`config.mk`:
```
export PLATFORM = sky130hd
export DESIGN_NAME = single_wire_dimming_tx
export DESIGN_NICKNAME = d
export VERILOG_FILES = /design/src/sv/swd_pkg.sv /design/src/sv/swd_front.sv /design/src/sv/swd_back.sv /design/src/sv/single_wire_dimming_tx.sv
export SDC_FILE = /design/constraint.sdc
export NUM_CORES = 1
export LEC_CHECK = 0
export ABC_AREA = 1
export BUFFER_PORTS_ARGS = -buffer_cell sky130_fd_sc_hd__buf_2
export CAP_MARGIN = 40
export CORE_ASPECT_RATIO = 0.7
export CORE_MARGIN = 5
export CORE_UTILIZATION = 45
export DETAILED_ROUTE_END_ITERATION = 12
export PLACE_DENSITY = 0.68
export SLEW_MARGIN = 10
export SYNTH_ARGS = -nofsm -noshare
export SYNTH_HDL_FRONTEND = slang
export SYNTH_SLANG_ARGS = --single-unit
```
`constraint.sdc`:
```
create_clock -name clk_i -period 5 [get_ports clk_i]
set_input_delay 0.75 -clock clk_i [delete_from_list [all_inputs] [get_ports clk_i]]
set_output_delay 0.75 -clock clk_i [all_outputs]
set_load 0.05 [all_outputs]
```
`src/sv/swd_pkg.sv`:
```
`default_nettype none
// ----------------------------------------------------------------------------
// swd_pkg: shared types and constants of the single-wire dimming transmitter
// Transfer payloads, register indexes, reset values and the waveform phases.
// ----------------------------------------------------------------------------
package swd_pkg;

  // Field widths fixed by the interface
  localparam int unsigned LEVEL_W    = 5;
  localparam int unsigned CFG_IDX_W  = 3;
  localparam int unsigned CFG_DATA_W = 16;

  // Input transfer: one tick or one brightness command
  typedef struct packed {
    logic               kind;
    logic [LEVEL_W-1:0] level;
  } in_t;

  // Output transfer: one per input transfer
  typedef struct packed {
    logic pin;
    logic busy_res;
    logic rejected;
  } out_t;

  // Input kind codes
  localparam logic KIND_TICK  = 1'b0;
  localparam logic KIND_LEVEL = 1'b1;

  // Configuration register indexes
  typedef enum logic [CFG_IDX_W-1:0] {
    REG_SHORT     = 3'd0,
    REG_LONG      = 3'd1,
    REG_MODE_HIGH = 3'd2,
    REG_MODE_LOW  = 3'd3,
    REG_SETTLE    = 3'd4,
    REG_ADDRESS   = 3'd5
  } reg_idx_e;

  // Configuration register set
  typedef struct packed {
    logic [7:0]  short_time;
    logic [7:0]  long_time;
    logic [9:0]  mode_high_time;
    logic [9:0]  mode_low_time;
    logic [15:0] settle_time;
    logic [7:0]  device_address;
  } cfg_t;

  localparam logic [7:0]  RST_SHORT     = 8'd2;
  localparam logic [7:0]  RST_LONG      = 8'd4;
  localparam logic [9:0]  RST_MODE_HIGH = 10'd120;
  localparam logic [9:0]  RST_MODE_LOW  = 10'd280;
  localparam logic [15:0] RST_SETTLE    = 16'd1000;
  localparam logic [7:0]  RST_ADDRESS   = 8'h72;

  // Operation classes handed from the front end to the sequencer
  typedef enum logic [1:0] {
    OP_TICK = 2'd0,
    OP_OFF  = 2'd1,
    OP_ON   = 2'd2
  } op_e;

  // Waveform phases
  typedef enum logic [3:0] {
    PH_IDLE        = 4'd0,
    PH_OFF_SETTLE  = 4'd1,
    PH_MODE_HIGH   = 4'd2,
    PH_MODE_LOW    = 4'd3,
    PH_MODE_SETTLE = 4'd4,
    PH_START_A     = 4'd5,
    PH_ADDR_LOW    = 4'd6,
    PH_ADDR_HIGH   = 4'd7,
    PH_EOS_A       = 4'd8,
    PH_EOS_B       = 4'd9,
    PH_START_B     = 4'd10,
    PH_DATA_LOW    = 4'd11,
    PH_DATA_HIGH   = 4'd12,
    PH_EOS_C       = 4'd13,
    PH_FINAL       = 4'd14
  } phase_e;

  // Pin level driven during a phase
  function automatic logic seg_pin(phase_e p);
    logic v;
    case (p)
      PH_MODE_HIGH, PH_MODE_SETTLE, PH_START_A, PH_ADDR_HIGH,
      PH_START_B, PH_DATA_HIGH, PH_FINAL: v = 1'b1;
      default: v = 1'b0;
    endcase
    return v;
  endfunction

endpackage
`default_nettype wire

```
`src/sv/swd_front.sv`:
```
`default_nettype none
// ----------------------------------------------------------------------------
// swd_front: input classifier and two-entry queue
// Sorts each input transfer into tick, off or on and queues it for the
// sequencer, so the input side keeps flowing while the sequencer waits.
// ----------------------------------------------------------------------------
module swd_front import swd_pkg::*; #(
  parameter int unsigned LEVEL_BITS = 5
) (
  input  wire logic                  clk_i,
  input  wire logic                  rst_ni,
  input  wire logic                  in_valid_i,
  output logic                       in_stall_o,
  input  wire in_t                   in_i,
  output logic                       q_valid_o,
  output op_e                        q_op_o,
  output logic [LEVEL_BITS-1:0]      q_level_o,
  input  wire logic                  q_pop_i
);

  localparam int unsigned DEPTH = 2;

  op_e                   op_mem_q  [DEPTH];
  logic [LEVEL_BITS-1:0] lvl_mem_q [DEPTH];
  logic                  wr_ptr_q, wr_ptr_d;
  logic                  rd_ptr_q, rd_ptr_d;
  logic [1:0]            count_q, count_d;

  logic                  push;
  logic                  pop;
  logic [LEVEL_BITS-1:0] level_m;
  op_e                   op_c;

  // Classify: only the low LEVEL_BITS of the level count, also for off
  always_comb begin
    level_m = LEVEL_BITS'(in_i.level);
    if (in_i.kind == KIND_LEVEL) begin
      op_c = (level_m == '0) ? OP_OFF : OP_ON;
    end else begin
      op_c = OP_TICK;
    end
  end

  assign in_stall_o = (count_q == 2'd2);
  assign q_valid_o  = (count_q != 2'd0);
  assign q_op_o     = op_mem_q[rd_ptr_q];
  assign q_level_o  = lvl_mem_q[rd_ptr_q];

  assign push = in_valid_i && !in_stall_o;
  assign pop  = q_pop_i && q_valid_o;

  // Queue pointers and fill count
  always_comb begin
    wr_ptr_d = wr_ptr_q;
    rd_ptr_d = rd_ptr_q;
    count_d  = count_q;
    if (push) begin
      wr_ptr_d = ~wr_ptr_q;
    end
    if (pop) begin
      rd_ptr_d = ~rd_ptr_q;
    end
    case ({push, pop})
      2'b10:   count_d = count_q + 2'd1;
      2'b01:   count_d = count_q - 2'd1;
      default: count_d = count_q;
    endcase
  end

  always_ff @(posedge clk_i or negedge rst_ni) begin
    if (!rst_ni) begin
      wr_ptr_q <= 1'b0;
      rd_ptr_q <= 1'b0;
      count_q  <= 2'd0;
    end else begin
      wr_ptr_q <= wr_ptr_d;
      rd_ptr_q <= rd_ptr_d;
      count_q  <= count_d;
    end
  end

  // Queue storage
  always_ff @(posedge clk_i) begin
    if (push) begin
      op_mem_q[wr_ptr_q]  <= op_c;
      lvl_mem_q[wr_ptr_q] <= level_m;
    end
  end

  // A queued item stays until the sequencer takes it
  a_hold_until_pop: assert property (@(posedge clk_i) disable iff (!rst_ni)
    q_valid_o && !q_pop_i |=> q_valid_o)
    else $error("queued item lost without a pop");

endmodule
`default_nettype wire

```
`src/sv/swd_back.sv`:
```
`default_nettype none
// ----------------------------------------------------------------------------
// swd_back: waveform sequencer with output register
// Applies queued ticks and commands to the phase, bit and timer state, walks
// over zero-length segments one per unstalled cycle, registers one result per item.
// ----------------------------------------------------------------------------
module swd_back import swd_pkg::*; #(
  parameter int unsigned LEVEL_BITS = 5,
  parameter int unsigned TIMER_BITS = 16
) (
  input  wire logic                  clk_i,
  input  wire logic                  rst_ni,
  input  wire cfg_t                  cfg_i,
  input  wire logic                  q_valid_i,
  input  wire op_e                   q_op_i,
  input  wire logic [LEVEL_BITS-1:0] q_level_i,
  output logic                       q_pop_o,
  output logic                       out_valid_o,
  input  wire logic                  out_stall_i,
  output out_t                       out_o
);

  // Bit shifter holds the address, or three zero bits and the level
  localparam int unsigned SRW = (LEVEL_BITS + 3 > 8) ? LEVEL_BITS + 3 : 8;
  localparam int unsigned BIW = $clog2(SRW);
  localparam logic [BIW-1:0] ADDR_LAST = BIW'(7);
  localparam logic [BIW-1:0] DATA_LAST = BIW'(LEVEL_BITS + 2);

  typedef struct packed {
    phase_e           phase;
    logic [BIW-1:0]   bit_idx;
    logic [SRW-1:0]   sr;
  } cursor_t;

  // Next segment of the waveform
  function automatic cursor_t advance(cursor_t c, logic [7:0] addr,
                                      logic [LEVEL_BITS-1:0] held);
    cursor_t n;
    n = c;
    case (c.phase)
      PH_MODE_HIGH:   n.phase = PH_MODE_LOW;
      PH_MODE_LOW:    n.phase = PH_MODE_SETTLE;
      PH_MODE_SETTLE: n.phase = PH_START_A;
      PH_START_A: begin
        n.phase   = PH_ADDR_LOW;
        n.bit_idx = '0;
        n.sr      = SRW'(addr) << (SRW - 8);
      end
      PH_ADDR_LOW:    n.phase = PH_ADDR_HIGH;
      PH_ADDR_HIGH: begin
        if (c.bit_idx >= ADDR_LAST) begin
          n.phase = PH_EOS_A;
        end else begin
          n.phase   = PH_ADDR_LOW;
          n.bit_idx = c.bit_idx + BIW'(1);
          n.sr      = c.sr << 1;
        end
      end
      PH_EOS_A:       n.phase = PH_EOS_B;
      PH_EOS_B:       n.phase = PH_START_B;
      PH_START_B: begin
        n.phase   = PH_DATA_LOW;
        n.bit_idx = '0;
        n.sr      = SRW'(held) << (SRW - LEVEL_BITS - 3);
      end
      PH_DATA_LOW:    n.phase = PH_DATA_HIGH;
      PH_DATA_HIGH: begin
        if (c.bit_idx >= DATA_LAST) begin
          n.phase = PH_EOS_C;
        end else begin
          n.phase   = PH_DATA_LOW;
          n.bit_idx = c.bit_idx + BIW'(1);
          n.sr      = c.sr << 1;
        end
      end
      PH_EOS_C:       n.phase = PH_FINAL;
      default:        n.phase = PH_IDLE;
    endcase
    return n;
  endfunction

  // Length of the segment in ticks
  function automatic logic [15:0] seg_len(cursor_t c, cfg_t cfg);
    logic        b;
    logic [15:0] v;
    b = c.sr[SRW-1];
    case (c.phase)
      PH_OFF_SETTLE, PH_MODE_SETTLE, PH_FINAL: v = cfg.settle_time;
      PH_MODE_HIGH: v = {6'd0, cfg.mode_high_time};
      PH_MODE_LOW:  v = {6'd0, cfg.mode_low_time};
      PH_ADDR_LOW, PH_DATA_LOW:
        v = {8'd0, (b ? cfg.short_time : cfg.long_time)};
      PH_ADDR_HIGH, PH_DATA_HIGH:
        v = {8'd0, (b ? cfg.long_time : cfg.short_time)};
      default:      v = {8'd0, cfg.long_time};
    endcase
    return v;
  endfunction

  cursor_t               cur_q, cur_d;
  logic [TIMER_BITS-1:0] timer_q, timer_d;
  logic                  needs_q, needs_d;
  logic [LEVEL_BITS-1:0] held_q, held_d;
  logic                  pin_q, pin_d;
  logic                  seek_q, seek_d;
  logic                  out_valid_q, out_valid_d;
  out_t                  out_q, out_d;

  logic                  out_free;
  logic                  eval;
  logic                  done;
  logic                  rej;
  cursor_t               cand;
  cursor_t               nxt;
  logic [TIMER_BITS-1:0] len;
  logic [TIMER_BITS-1:0] timer_dec;
  logic [LEVEL_BITS-1:0] held_eff;

  assign out_free = !out_valid_q || !out_stall_i;

  // Apply one item, then load the segment or step over an empty one
  always_comb begin
    cur_d       = cur_q;
    timer_d     = timer_q;
    needs_d     = needs_q;
    held_d      = held_q;
    pin_d       = pin_q;
    seek_d      = seek_q;
    out_valid_d = out_valid_q;
    out_d       = out_q;
    q_pop_o     = 1'b0;
    eval        = 1'b0;
    done        = 1'b0;
    rej         = 1'b0;
    cand        = cur_q;
    nxt         = cur_q;
    len         = '0;
    held_eff    = held_q;
    timer_dec   = timer_q - TIMER_BITS'(1);

    if (out_free) begin
      if (seek_q) begin
        eval = 1'b1;
      end else if (q_valid_i) begin
        q_pop_o = 1'b1;
        case (q_op_i)
          OP_TICK: begin
            if (cur_q.phase == PH_IDLE) begin
              done = 1'b1;
            end else if (timer_dec == '0) begin
              cand = advance(cur_q, cfg_i.device_address, held_q);
              eval = 1'b1;
            end else begin
              timer_d = timer_dec;
              done    = 1'b1;
            end
          end
          OP_OFF, OP_ON: begin
            if (cur_q.phase != PH_IDLE) begin
              rej  = 1'b1;
              done = 1'b1;
            end else if (q_op_i == OP_OFF) begin
              needs_d      = 1'b1;
              cand.phase   = PH_OFF_SETTLE;
              cand.bit_idx = '0;
              eval         = 1'b1;
            end else begin
              held_d       = q_level_i;
              held_eff     = q_level_i;
              needs_d      = 1'b0;
              cand.phase   = needs_q ? PH_MODE_HIGH : PH_START_A;
              cand.bit_idx = '0;
              eval         = 1'b1;
            end
          end
          default: done = 1'b1;
        endcase
      end
    end

    // Segment load
    if (eval) begin
      if (cand.phase == PH_IDLE) begin
        cur_d   = cand;
        timer_d = '0;
        seek_d  = 1'b0;
        done    = 1'b1;
      end else begin
        pin_d = seg_pin(cand.phase);
        len   = TIMER_BITS'(seg_len(cand, cfg_i));
        if (len != '0) begin
          cur_d   = cand;
          timer_d = len;
          seek_d  = 1'b0;
          done    = 1'b1;
        end else begin
          nxt   = advance(cand, cfg_i.device_address, held_eff);
          cur_d = nxt;
          if (nxt.phase == PH_IDLE) begin
            timer_d = '0;
            seek_d  = 1'b0;
            done    = 1'b1;
          end else begin
            seek_d = 1'b1;
          end
        end
      end
    end

    // Output register
    if (out_free) begin
      out_valid_d = done;
    end
    if (done) begin
      out_d.pin      = pin_d;
      out_d.busy_res = (cur_d.phase != PH_IDLE);
      out_d.rejected = rej;
    end
  end

  always_ff @(posedge clk_i or negedge rst_ni) begin
    if (!rst_ni) begin
      cur_q       <= '{phase: PH_IDLE, bit_idx: '0, sr: '0};
      timer_q     <= '0;
      needs_q     <= 1'b0;
      held_q      <= '0;
      pin_q       <= 1'b0;
      seek_q      <= 1'b0;
      out_valid_q <= 1'b0;
    end else begin
      cur_q       <= cur_d;
      timer_q     <= timer_d;
      needs_q     <= needs_d;
      held_q      <= held_d;
      pin_q       <= pin_d;
      seek_q      <= seek_d;
      out_valid_q <= out_valid_d;
    end
  end

  always_ff @(posedge clk_i) begin
    out_q <= out_d;
  end

  assign out_valid_o = out_valid_q;
  assign out_o       = out_q;

  // Segment walk never parks on idle
  a_seek_not_idle: assert property (@(posedge clk_i) disable iff (!rst_ni)
    seek_q |-> cur_q.phase != PH_IDLE)
    else $error("segment walk pending in idle phase");

  // A loaded segment always has ticks left
  a_timer_loaded: assert property (@(posedge clk_i) disable iff (!rst_ni)
    !seek_q && cur_q.phase != PH_IDLE |-> timer_q != '0)
    else $error("active segment with empty timer");

  // A dropped command is only reported while a sequence runs
  a_reject_busy: assert property (@(posedge clk_i) disable iff (!rst_ni)
    out_valid_q && out_q.rejected |-> out_q.busy_res)
    else $error("rejected result without busy");

endmodule
`default_nettype wire

```
`src/sv/single_wire_dimming_tx.sv`:
```
`default_nettype none
// ----------------------------------------------------------------------------
// single_wire_dimming_tx: single-wire dimming pin transmitter
// Input transfers carry ticks or brightness commands; each input transfer
// gives one output transfer with the pin level, busy and rejected flags.
// Both channels use valid/stall; a transfer happens when valid is high and
// stall is low. Configuration is a plain write port (enable, index, data).
// Results are registered; the sequencer steps over each zero-length segment
// (a register written to 0) before it takes the next item from the queue.
// Throughput: one item per cycle while the output is not stalled and no
// segment walk is pending; a two-entry queue sits in front of the sequencer.
// Reset: phase idle, pin low, registers at their defaults, queue empty.
// When the output is stalled the result holds in the output register, the
// sequencer pauses and the queue fills; input stall rises when it is full.
// ----------------------------------------------------------------------------
module single_wire_dimming_tx import swd_pkg::*; #(
  parameter int unsigned LEVEL_BITS = 5,
  parameter int unsigned TIMER_BITS = 16
) (
  input  wire logic                  clk_i,
  input  wire logic                  rst_ni,
  input  wire logic                  in_valid_i,
  output logic                       in_stall_o,
  input  wire in_t                   in_i,
  output logic                       out_valid_o,
  input  wire logic                  out_stall_i,
  output out_t                       out_o,
  input  wire logic                  cfg_we_i,
  input  wire logic [CFG_IDX_W-1:0]  cfg_idx_i,
  input  wire logic [CFG_DATA_W-1:0] cfg_data_i
);

  cfg_t                  cfg_q, cfg_d;
  logic                  q_valid;
  op_e                   q_op;
  logic [LEVEL_BITS-1:0] q_level;
  logic                  q_pop;

  // Configuration registers; writes to unused indexes are dropped
  always_comb begin
    cfg_d = cfg_q;
    if (cfg_we_i) begin
      case (reg_idx_e'(cfg_idx_i))
        REG_SHORT:     cfg_d.short_time     = cfg_data_i[7:0];
        REG_LONG:      cfg_d.long_time      = cfg_data_i[7:0];
        REG_MODE_HIGH: cfg_d.mode_high_time = cfg_data_i[9:0];
        REG_MODE_LOW:  cfg_d.mode_low_time  = cfg_data_i[9:0];
        REG_SETTLE:    cfg_d.settle_time    = cfg_data_i[15:0];
        REG_ADDRESS:   cfg_d.device_address = cfg_data_i[7:0];
        default:       cfg_d = cfg_q;
      endcase
    end
  end

  always_ff @(posedge clk_i or negedge rst_ni) begin
    if (!rst_ni) begin
      cfg_q <= '{short_time:     RST_SHORT,
                 long_time:      RST_LONG,
                 mode_high_time: RST_MODE_HIGH,
                 mode_low_time:  RST_MODE_LOW,
                 settle_time:    RST_SETTLE,
                 device_address: RST_ADDRESS};
    end else begin
      cfg_q <= cfg_d;
    end
  end

  // Classifier and queue
  swd_front #(
    .LEVEL_BITS (LEVEL_BITS)
  ) u_front (
    .clk_i      (clk_i),
    .rst_ni     (rst_ni),
    .in_valid_i (in_valid_i),
    .in_stall_o (in_stall_o),
    .in_i       (in_i),
    .q_valid_o  (q_valid),
    .q_op_o     (q_op),
    .q_level_o  (q_level),
    .q_pop_i    (q_pop)
  );

  // Waveform sequencer
  swd_back #(
    .LEVEL_BITS (LEVEL_BITS),
    .TIMER_BITS (TIMER_BITS)
  ) u_back (
    .clk_i       (clk_i),
    .rst_ni      (rst_ni),
    .cfg_i       (cfg_q),
    .q_valid_i   (q_valid),
    .q_op_i      (q_op),
    .q_level_i   (q_level),
    .q_pop_o     (q_pop),
    .out_valid_o (out_valid_o),
    .out_stall_i (out_stall_i),
    .out_o       (out_o)
  );

endmodule
`default_nettype wire

```
==> summary.md <==
| Metric | Value |
|---|---|
| Status | `finished, final reports clean` |
| Xor/xnor share of the synthesized area | `roughly 1.6%` |
| Synth Area in Adders | `1.60%` |
| Worst-path cell chain | `o21ai_0 > inv_1 > ha_1 > o21ai_0 > o21ai_0 > o21ai_1 > inv_1 > nand3_2 > nand2_4 > nor2_2 > nand2_1 > nand2_4 > nor2_2 > nand2_4 > nor2_1 > nor2_1 > and2_1 > nand3_4 > nor2_2 > a21boi_0 > o21ai_0` |
| Syn nets | `1108` |
| Largest family of logic cells by synthesized area | `simple AND/OR/NAND/NOR gates` |
| Period utilization | `89.7%` |
| #FFs+latches synth | `around 120` |
| Internal power | `2.96 mW` |
| Most numerous cell on the critical path | `o21ai_0` |
| CTS Sinks | `about 120` |
| GRT Util Overall | `20.1%` |
| Die width | `approximately 170 µm` |
| Async SR Flop Fraction | `86.0%` |
| Mux contribution to synthesized area | `0.992%` |
| Seq pwr share | `a little over a quarter` |
| Internal reg-to-reg setup slack | `0.52 ns` |
| WP data required | `5.34 ns` |
| Max-cap violations | `0` |
| CTS max path bufs | `2` |
| CTS clk-pin slew, worst paths | `~0.06 ns` |
| Net Sw Frac | `47.2%` |
| Post-detail-place hpwl | `14300 µm` |
| Final Max Slew Viols | `0` |
| Mapped Cells | `1068` |
| Final Util | `51.5%` |
| YS warnings | `0` |
| Hold-fix buffers at CTS | `0` |
| Pwr Density | `635 nW/µm²` |
| Clock power frac | `22.6%` |
| # setup viols final | `0` |
| Simple-gate share of the synthesized area | `31.2%` |
| Final Hold Vio Count | `0` |
| Top cells by area, synth | `dfrtp_1, nand2_1, o21ai_0` |
| Ports | `35` |
| Syn Area/Cell | `7.32 µm²` |
| Final #Nets | `between 1000 and 1500` |
| ANT cells | `0` |
| P_leak | `~4.3 nW` |
| Top delay family on crit path | `simple AND/OR/NAND/NOR gates` |
| Buffers on Ports | `34` |
| Vias | `6938` |
| Library cells used by synthesis | `55` |
| Placed insts | `1313` |
| Register area share after synthesis | `40.1%` |
| Minimum clock period | `4.48 ns` |
| Slowest CP cell | `dfrtp_1` |
| Post-synth EDFFs | `17` |
| DR vias/cell | `5.16` |
| Post-synth top flop | `dfrtp_1` |
| DIE AREA | `about 20000 µm²` |
| Clk Tree Root Cell | `clkbuf_16` |
| TritonCTS buffer count | `17` |
| Area Growth Syn to Fin | `12.7%` |
| Worst path depth | `21` |
| Setup TNS Final | `0 ns` |
| Die Span Y | `roughly 120 µm` |
| Clk_lat worst skew | `between 0.4 and 0.5 ns` |
| Critical Path Sink | `u_back.timer_q[15]$_DFF_PN0_` |
| Core area | `~17000 µm²` |
| GRT overflow | `0` |
| Crit path largest cell delay | `0.52 ns` |
| H-Tree Depth | `4` |
| Top cell type by total area after synthesis | `dfrtp_1` |
| DRT Wirelength | `approximately 20000 µm` |
| CP Launch Type | `flip-flop` |
| WS Path Type | `reg -> reg` |
| Max VDD drop | `0.262 mV` |
| DRC | `0` |
| Share of cells above drive strength 1 | `17.2%` |
| Max frequency | `223 MHz` |
| Largest net degree at the start of global routing | `50` |
| DP Worst Slack | `0.402 ns` |
| Psw | `2.64 mW` |
| Final Skew | `about 0.0086 ns` |
| Post-Syn Area | `around 8000 µm²` |
| Worst EP arrival | `about 4.8 ns` |
| CTS tree | `yes` |
| Hold Slack | `between 0.15 and 0.2 ns` |
| Fin cells | `around 1300` |
| Combinational power share | `between 50 and 60%` |
| RSZ-0062 raised after global routing | `no` |
| Least-Margin Pin Slew | `0.688 ns` |
| Antenna violations before repair | `0` |
| Detailed-router iteration count before antenna repair | `5` |
| Final WS setup | `0.516 ns` |
| Hold Crit Class | `in -> async` |
| Gpl congestion | `between 0.9 and 1` |
| First-pass GRT wire length | `32800 µm` |
| Rows | `40` |
| Crit Reg-Reg Endpoint | `u_back.timer_q[15]$_DFF_PN0_` |
| Initial Utilization | `45.7%` |
| WP buf/inv | `2` |
| Crit path from | `u_front.rd_ptr_q$_DFFE_PN0P_` |
| Crit Reg-Reg Startpoint | `u_front.rd_ptr_q$_DFFE_PN0P_` |
| Initial DRC count | `654` |
| Routed length per instance | `14.4 µm` |
| R2R cell count | `21` |
| Worst setup EP type | `flip-flop` |
| Vias in the first global route | `6506` |
| Compound-Gate Fraction of Synth Area | `15.6%` |
| Detail Route Antenna Nets | `0` |
| Worst-path fanout max | `15` |
| Slew headroom | `54.0%` |
| Synth top area share | `a little over a quarter` |
-- metal layers --
metal	track usage [%]	wire, µm	share of wire (%)	up-vias
met3	4.41	1270	6.5	18
met2	28.2	7960	41	211
li1	-	-	-	3529
met1	30.7	9990	51	3180
met5	0	0	0	-
met4	5.88	194	1.0	0
-- power groups by stage --
stage | clock network [mW] | registers [mW] | logic (mW)
after floorplan | 0 | 1.50 | 2.20
after global placement | 0 | 1.51 | 2.78
after detailed placement | 0 | 1.51 | 2.80
after CTS | 1.28 | 1.50 | 2.82
after global routing | 1.32 | 1.54 | 3.19
final | 1.26 | 1.50 | 2.83
-- cell type report --
cell class | instances | area (µm²)
Timing Repair Buffer | 45 | 283
Fill cell | 1636 | 8310
Multi-Input combinational cell | 779 | 3980
Clock buffer | 19 | 464
Inverter | 137 | 520
Clock inverter | 12 | 135
Sequential cell | 121 | 3140
Tap cell | 231 | 289
-- layout by cell type, fill, tap and decap left out, types with 3 or more instances in the layout --
| cell | n |
|---|---|
| nand2_1 | 290 |
| o21ai_0 | 133 |
| inv_1 | 118 |
| nor2_1 | 88 |
| dfrtp_1 | 85 |
| nand3_1 | 65 |
| buf_2 | 33 |
| o21ai_1 | 22 |
| nand2_2 | 20 |
| dfstp_2 | 19 |
| a21oi_1 | 18 |
| clkbuf_16 | 18 |
| edfxtp_1 | 17 |
| nor2_2 | 16 |
| inv_2 | 13 |
| xor2_1 | 11 |
| ha_1 | 10 |
| buf_4 | 10 |
| nand2_4 | 9 |
| nor2_4 | 8 |
| nor3_1 | 8 |
| a21boi_1 | 8 |
| o211ai_1 | 7 |
| nand4_1 | 6 |
| nand3_2 | 6 |
| mux2_2 | 6 |
| a21oi_2 | 5 |
| inv_4 | 5 |
| or2_2 | 5 |
| o22ai_1 | 4 |
| o21a_1 | 3 |
| clkinv_1 | 3 |
| xnor2_1 | 3 |
| a21boi_0 | 3 |
| o221ai_1 | 3 |
| inv_6 | 3 |
-- Yosys cell counts (13+ instances only) --
library cell,instances
nand2_1,291
o21ai_0,133
inv_1,118
nor2_1,88
dfrtp_1,85
nand3_1,65
o21ai_1,22
dfstp_2,19
nand2_2,19
a21oi_1,18
clkbuf_1,18
edfxtp_1,17
nor2_2,16
inv_2,13
-- how the worst min path moves through the flow --
stage | start | to | slack (ns) | cells past startpoint
after floorplan | rst_ni | cfg_q[0]$_DFFE_PN0P_ | 0.45 | 0
after global placement | cfg_q[48]$_DFFE_PN0P_ | cfg_q[48]$_DFFE_PN0P_ | 0.47 | 2
after detailed placement | cfg_q[30]$_DFFE_PN0P_ | cfg_q[30]$_DFFE_PN0P_ | 0.47 | 2
after CTS | rst_ni | cfg_q[31]$_DFFE_PN0P_ | 0.19 | 1
after global routing | rst_ni | cfg_q[34]$_DFFE_PN0P_ | 0.19 | 1
final | rst_ni | cfg_q[34]$_DFFE_PN0P_ | 0.19 | 1
-- kinds of logic (layout without fill, tap and decap cells) --
family                   after synthesis  after routing
AO/OA/AOI/OAI                        218            218
adder cells (fa/ha/maj)               10             10
buffers and inverters                168            213
XOR/XNOR                              14             14
multiplexers                           7              7
AND/OR/NAND/NOR                      530            530
flip-flops                           121            121
-- registers in the layout, summed over array words and instances (netlist names) --
register	count
u_front.count_q	2
cfg_q	60
u_back.out_o	3
u_front.wr_ptr_q	1
u_back.held_q	5
u_back.out_valid_o	1
u_front.op_mem_q	4
u_front.lvl_mem_q	10
u_back.cur_q	15
u_back.pin_q	1
u_back.seek_q	1
u_back.timer_q	16
u_back.needs_q	1
u_front.rd_ptr_q	1
-- timing repair --
action                                  CTS  global route
gates resized for setup                   0             1
hold endpoints to repair                  0             0
endpoints found under the setup margin    0             4
buffers inserted                          0             0
-- per-stage QoR --
| step | total power [mW] | area [µm²] |
|---|---|---|
| floorplan | 3.70 | 7820 |
| global route | 6.05 | 8810 |
| finish | 5.60 | 8810 |
| CTS | 5.60 | 8810 |
| global placement | 4.29 | 8170 |
| detailed placement | 4.31 | 8210 |
Power figures use the tool's default switching activity.
